## config.mk

```make
export PLATFORM = sky130hd
export DESIGN_NAME = sn_seq
export DESIGN_NICKNAME = d
export VERILOG_FILES = /design/src/hdl/sn_pkg.sv /design/src/hdl/sn_seq.sv
export SDC_FILE = /design/constraint.sdc
export NUM_CORES = 2
export LEC_CHECK = 0
export BUFFER_PORTS_ARGS = -buffer_cell sky130_fd_sc_hd__buf_2
export CORE_MARGIN = 3
export CORE_UTILIZATION = 30
export CTS_CLUSTER_DIAMETER = 80
export DETAILED_ROUTE_END_ITERATION = 10
export HOLD_SLACK_MARGIN = 0.05
export PLACE_DENSITY = 0.53
export SYNTH_ARGS = -nofsm -noshare
export SYNTH_HDL_FRONTEND = slang
export SYNTH_SLANG_ARGS = --single-unit
```

## constraint.sdc

```tcl
create_clock -name i_clk -period 11.7 [get_ports i_clk]
set_input_delay 1.17 -clock i_clk [delete_from_list [all_inputs] [get_ports i_clk]]
set_output_delay 1.17 -clock i_clk [all_outputs]
set_load 0.1 [all_outputs]
```

## src/hdl/sn_pkg.sv

```systemverilog
// shared types, constants and helper functions for the simplex noise block
`timescale 1ns / 1ps

package sn_pkg;

    localparam int TBL_AW = 8;
    localparam int AMP_W  = 35;
    localparam int TERM_W = 48;

    localparam logic [1:0] CMD_LOAD    = 2'd0;
    localparam logic [1:0] CMD_NOISE   = 2'd1;
    localparam logic [1:0] CMD_FRACTAL = 2'd2;
    localparam logic [1:0] CMD_NONE    = 2'd3;

    localparam logic [2:0] REG_FREQUENCY  = 3'd0;
    localparam logic [2:0] REG_OUT_MIN    = 3'd1;
    localparam logic [2:0] REG_OUT_MAX    = 3'd2;
    localparam logic [2:0] REG_OCTAVES    = 3'd3;
    localparam logic [2:0] REG_LACUNARITY = 3'd4;
    localparam logic [2:0] REG_GAIN       = 3'd5;

    localparam logic signed [15:0] SKEW_F2   = 16'sd23988;
    localparam logic signed [15:0] UNSKEW_G2 = 16'sd13849;
    localparam logic signed [47:0] D_ONE     = 48'sd65536;
    localparam logic signed [47:0] D_G2      = 48'sd13849;
    localparam logic signed [47:0] D_G2X2    = 48'sd27698;
    localparam logic signed [21:0] T_HALF    = 22'sd32768;
    localparam logic signed [AMP_W-1:0] AMP_LIMIT = 35'sd8589934592;

    typedef struct packed {
        logic                    valid;
        logic                    load;
        logic                    noise;
        logic                    first;
        logic                    last;
        logic [TBL_AW-1:0]       eidx;
        logic [7:0]              evalue;
        logic signed [AMP_W-1:0] amp;
    } t_tag;

    typedef struct packed {
        t_tag               tag;
        logic signed [31:0] cx;
        logic signed [31:0] cy;
        logic [23:0]        f;
    } t_pass;

    // value mod 12 via reciprocal multiply, exact for 8-bit values
    function automatic logic [3:0] mod12(input logic [7:0] v);
        logic [15:0] p;
        logic [4:0]  q;
        logic [7:0]  r;
        p = v * 8'd171;
        q = p[15:11];
        r = v - 8'(q * 4'd12);
        return r[3:0];
    endfunction

    function automatic logic signed [19:0] grad_dot(input logic [3:0] g,
                                                    input logic signed [17:0] dx,
                                                    input logic signed [17:0] dy);
        logic signed [19:0] ex;
        logic signed [19:0] ey;
        ex = 20'(dx);
        ey = 20'(dy);
        case (g)
            4'd0: grad_dot = ex + ey;
            4'd1: grad_dot = ey - ex;
            4'd2: grad_dot = ex - ey;
            4'd3: grad_dot = -ex - ey;
            4'd4, 4'd6: grad_dot = ex;
            4'd5, 4'd7: grad_dot = -ex;
            4'd8, 4'd10: grad_dot = ey;
            4'd9, 4'd11: grad_dot = -ey;
            default: grad_dot = '0;
        endcase
    endfunction

    // offsets this large always give a negative falloff, so clamping is safe
    function automatic logic signed [17:0] clamp_d(input logic signed [47:0] v);
        if (v > 48'sd131071) begin
            return 18'sd131071;
        end else if (v < -48'sd131072) begin
            return -18'sd131072;
        end
        return v[17:0];
    endfunction

    function automatic logic signed [31:0] sat32(input logic signed [51:0] v);
        if (v > 52'sd2147483647) begin
            return 32'sh7fffffff;
        end else if (v < -52'sd2147483648) begin
            return 32'sh80000000;
        end
        return v[31:0];
    endfunction

endpackage

```

## src/hdl/sn_seq.sv

```systemverilog
// octave sequencer: turns items into pipeline passes, one per cycle while enabled
`timescale 1ns / 1ps

module sn_seq #(
    parameter int MAX_OCTAVES = 8
) (
    input  logic                             i_clk,
    input  logic                             i_rst_n,
    input  logic                             i_en,
    input  logic                             i_in_valid,
    input  logic [1:0]                       i_command,
    input  logic signed [31:0]               i_coord_x,
    input  logic signed [31:0]               i_coord_y,
    input  logic [7:0]                       i_entry_index,
    input  logic [7:0]                       i_entry_value,
    input  logic [23:0]                      i_frequency,
    input  logic signed [32:0]               i_diff,
    input  logic [3:0]                       i_octave_count,
    input  logic [15:0]                      i_lacunarity,
    input  logic [15:0]                      i_gain,
    output logic                             o_in_stall,
    output sn_pkg::t_pass                    o_pass
);

    localparam int LW = $clog2(MAX_OCTAVES + 1);

    logic                             r_busy;
    logic [LW-1:0]                    r_left;
    logic [23:0]                      r_f;
    logic signed [sn_pkg::AMP_W-1:0]  r_a;
    logic signed [31:0]               r_cx;
    logic signed [31:0]               r_cy;
    logic [LW-1:0]                    n_left;
    logic [LW-1:0]                    w_n;
    logic                             w_accept;
    logic [23:0]                      w_f;
    logic signed [sn_pkg::AMP_W-1:0]  w_a;
    logic [39:0]                      w_fp;
    logic [27:0]                      w_fs;
    logic [23:0]                      w_fn;
    logic signed [51:0]               w_ap;
    logic signed [39:0]               w_as;
    logic signed [sn_pkg::AMP_W-1:0]  w_an;

    assign w_n = LW'((int'(i_octave_count) > MAX_OCTAVES) ? MAX_OCTAVES
                                                          : int'(i_octave_count));
    assign w_accept = i_en && i_in_valid && !r_busy;
    assign o_in_stall = !i_en || r_busy;

    always_comb begin
        o_pass        = '0;
        o_pass.tag.eidx   = i_entry_index;
        o_pass.tag.evalue = i_entry_value;
        if (r_busy) begin
            w_f = r_f;
            w_a = r_a;
            o_pass.tag.valid = 1'b1;
            o_pass.tag.last  = (r_left == LW'(1));
            o_pass.cx = r_cx;
            o_pass.cy = r_cy;
        end else begin
            w_f = i_frequency;
            // fractal with zero octaves runs one pass at zero amplitude
            w_a = (i_command == sn_pkg::CMD_FRACTAL && w_n == '0) ? '0
                                                                  : sn_pkg::AMP_W'(i_diff);
            o_pass.tag.valid = i_in_valid && (i_command != sn_pkg::CMD_NONE);
            o_pass.tag.load  = (i_command == sn_pkg::CMD_LOAD);
            o_pass.tag.noise = (i_command == sn_pkg::CMD_NOISE);
            o_pass.tag.first = 1'b1;
            o_pass.tag.last  = (i_command != sn_pkg::CMD_FRACTAL) || (w_n <= LW'(1));
            o_pass.cx = i_coord_x;
            o_pass.cy = i_coord_y;
        end
        o_pass.f       = w_f;
        o_pass.tag.amp = w_a;
    end

    // next octave frequency and amplitude
    always_comb begin
        w_fp = w_f * i_lacunarity;
        w_fs = w_fp[39:12];
        w_fn = (|w_fs[27:24]) ? 24'hffffff : w_fs[23:0];
        w_ap = w_a * $signed({1'b0, i_gain});
        w_as = w_ap[51:12];
        if (w_as > 40'(sn_pkg::AMP_LIMIT)) begin
            w_an = sn_pkg::AMP_LIMIT;
        end else if (w_as < -40'(sn_pkg::AMP_LIMIT)) begin
            w_an = -sn_pkg::AMP_LIMIT;
        end else begin
            w_an = w_as[sn_pkg::AMP_W-1:0];
        end
    end

    assign n_left = r_busy ? r_left - LW'(1) : w_n - LW'(1);

    always_ff @(posedge i_clk) begin
        if (!i_rst_n) begin
            r_busy <= 1'b0;
            r_left <= '0;
        end else if (r_busy && i_en) begin
            r_left <= n_left;
            if (r_left == LW'(1)) begin
                r_busy <= 1'b0;
            end
        end else if (w_accept && i_command == sn_pkg::CMD_FRACTAL && w_n > LW'(1)) begin
            r_busy <= 1'b1;
            r_left <= n_left;
        end
    end

    always_ff @(posedge i_clk) begin
        if (i_en && (r_busy || w_accept)) begin
            r_f <= w_fn;
            r_a <= w_an;
        end
        if (w_accept) begin
            r_cx <= i_coord_x;
            r_cy <= i_coord_y;
        end
    end

endmodule

```

==> flow_metrics.env <==
export IMPL_grtUsageTotal_pct=18.3
export IMPL_setup_ws_ps=1390
export IMPL_skew_ps=37.2
export IMPL_fp_row_count=130
export IMPL_slowest_stage="fa_1"
export IMPL_hp_class="flop to flop"
export IMPL_holdPathStages=2
export IMPL_place_congestion=0.890
export IMPL_synth_top_area_cell="fa_1"
export IMPL_yosysUniqueCellTypes=80
export IMPL_cp_max_fo=33
export IMPL_htree_levels=4
export IMPL_crit_arrival_ps=10510
export IMPL_hold_viol=0
export IMPL_grt_pass1_vias=31300
export IMPL_grt_pass1_wl_mm=185
export IMPL_hp_start="r_left[0]"
export IMPL_post_dp_hpwl_mm=91.5
export IMPL_synthFlopType="edfxtp_1"
export IMPL_first_iter_violations=1578
export IMPL_syn2layout_area_growth_pct=9.20
export IMPL_synth_edf_count=123
export IMPL_timing_rr_end="r_a[10]"
export IMPL_setup_viol=0
export IMPL_busiest_layer="met2"
export IMPL_dp_slack_ps=880
export IMPL_reg2regPathDepth=23
export IMPL_placed_cell_area_mm2=0.0411
export IMPL_die_x_um=363
export IMPL_min_period_over_period_pct=88.1
export IMPL_path_depth=27
export IMPL_coreArea_mm2=0.126
export IMPL_max_slew_margin_pct=28.5
export IMPL_grt_use_met3_pct=2.47
export IMPL_min_to="r_left[0]"
export IMPL_synth_common_cells="inv_1 (944), fa_1 (834), nand2_1 (674)"
export IMPL_synth_warnings=0
export IMPL_start_util_pct=30.3
export IMPL_tns_ps=0
export IMPL_cts_buffers=17
export IMPL_critPathTopFamily="adder cells"
export IMPL_drt_total_wl_mm=117
export IMPL_drt_wirelength_per_cell_um=19.6
export IMPL_ys_seq_area_share_pct=9.94
export IMPL_yosysMostFrequentCell="inv_1"
export IMPL_critPathLaunchType="input port"
export IMPL_path_buf_inv=5
export IMPL_grt_met2_usage_pct=31.6
export IMPL_nNetsFinal=5528
export IMPL_grt_overflow_total=0
export IMPL_drtPass1Iterations=5
export IMPL_ios=324
export IMPL_ctsResizeCount=0
export IMPL_grt_util_met1_pct=24.1
export IMPL_status="complete, no violations"
export IMPL_ys_async_sr_fraction_pct=0
export IMPL_timing_critical_path_mode_cell="fa_1"
export IMPL_worstMarginPinSlew_ps=1070
export IMPL_postCtsSetupBuffers=0
export IMPL_routed_via_density=4.81
export IMPL_fmax_mhz=97.0
export IMPL_synthDominantCellAreaShare_pct=43.7
export IMPL_synth_seq_cells=128
export IMPL_max_stage_delay_ps=870
export IMPL_avgSynthCellArea_um2=9.21
export IMPL_synthTopCellsByArea="fa_1 (44%), edfxtp_1 (9.7%), inv_1 (9.3%)"
export IMPL_design_area_mm2=0.0417
export IMPL_io_buffers=291
export IMPL_required_ps=11900
export IMPL_period_needed_ps=10310
export IMPL_drive_gt1_share_pct=11.2
export IMPL_antenna_left=0
export IMPL_fp_dieH_um=363
export IMPL_cap_violations=0
export IMPL_synthCells=4146
export IMPL_cts_root_buf="clkbuf_16"
export IMPL_route_vias_total=28600
export IMPL_clkTransAtPathRegs_ps=60
export IMPL_cts_sinks=128
export IMPL_clk_latency_ps=530
export IMPL_dieArea_mm2=0.132
export IMPL_rr_startpoint="r_busy"
export IMPL_antenna_found_initial=6
export IMPL_rsz0062_at_grt="false"
export IMPL_r2r_setup_slack_ps=1990
export IMPL_slew_violations=0
export IMPL_holdWs_ps=580
export IMPL_synth_nets=5394
export IMPL_fillers=13300
export IMPL_cts_tree="built"
export IMPL_cts_buffer_depth=2
export IMPL_route_detailed_drc=0
export IMPL_netlist_area_mm2=0.0382
export IMPL_endpoint_kind="flop"
export IMPL_crit_type="input port to flop"
export IMPL_cts_hold_buf=0
export IMPL_grt_max_degree=92
## per-stage QoR
stage               instances  util [%]
CTS                      5943      33.1
finish                   5945      33.1
floorplan                4146         -
detailed placement       5911      32.6
global route             5943      33.1
global placement         5911      32.6
## per-layer routing
metal	wire [µm]	vias up	part of all wire, %
met5	8	-	0.0069
met2	57600	807	49
li1	-	12800	-
met4	2780	2	2.4
met3	6180	155	5.3
met1	50000	14800	43
## worst reg2reg max path, cell delays in order (launching register included)
cell      delay [ps]
dfxtp_4          540
a31oi_4          660
buf_4            390
a22o_1           580
and2_1           250
inv_1             70
fa_1             500
inv_1            140
fa_1             870
fa_1             530
fa_1             560
fa_1             430
fa_1             450
ha_1             390
a21o_1           220
a21o_1           170
a211oi_1         430
nand2_1          120
o31ai_2          470
a211oi_1         140
nor4_1           500
or4_1            210
o21a_2           560
a21boi_0         240
## final cells by class
cell class	instances	area, µm²	area share, %
antenna	2	5.00	0.0120
clock buffer	17	425	1.02
multi-input combinational	2858	29900	71.8
timing repair buffer	331	1770	4.24
tap	1650	2060	4.95
inverter	944	3540	8.50
clock inverter	15	158	0.378
sequential	128	3800	9.11
## how the worst max path moves through the flow
| stage | start | endpoint | slack [ps] |
|---|---|---|---|
| finish | i_octave_count[3] | r_a[10] | 1390 |
| global route | i_octave_count[3] | r_a[10] | 740 |
| global placement | i_octave_count[3] | r_a[25] | 1010 |
| detailed placement | i_octave_count[3] | r_a[10] | 880 |
| floorplan | i_octave_count[0] | r_a[20] | 1510 |
| CTS | i_octave_count[3] | r_a[10] | 1430 |
## placed cells by master (no fill, tap or decap), types with 10 or more instances in the layout
cell type	Yosys	layout
xnor2_1	40	40
o31ai_1	11	11
a21oi_1	105	105
ha_1	235	235
xor2_1	27	27
buf_2	11	291
nor3_1	18	18
o21a_1	14	13
a211oi_1	12	11
and2_1	370	370
a22o_1	35	35
o21ai_0	48	48
nand4_1	26	26
nor2b_1	16	16
fa_1	834	834
nand3_1	18	18
a21o_1	47	47
edfxtp_1	123	123
mux2_2	91	91
a31oi_1	12	11
nor2_1	65	65
o21bai_1	10	10
nand2_1	674	674
buf_4	17	39
clkbuf_16	0	17
inv_1	944	944
and3_1	13	12
## sequential cells by signal, indices dropped and copies added, names as in the netlist
| signal | flops |
|---|---|
| r_a | 35 |
| r_cx | 32 |
| r_cy | 32 |
| r_f | 24 |
| r_left | 4 |
| r_busy | 1 |
## logic make-up after synthesis
| family | after synthesis | synth area share (%) |
|---|---|---|
| compound gates | 365 | 6.53 |
| simple gates | 1260 | 15.9 |
| flops | 128 | 9.94 |
| buf+inv | 1160 | 11.8 |
| fa+ha+maj | 1069 | 51.4 |
| mux | 97 | 2.84 |
| xor+xnor | 67 | 1.54 |
Power is not shown: default switching activity piles up to over one toggle a cycle in this logic, so the estimate is an artifact.
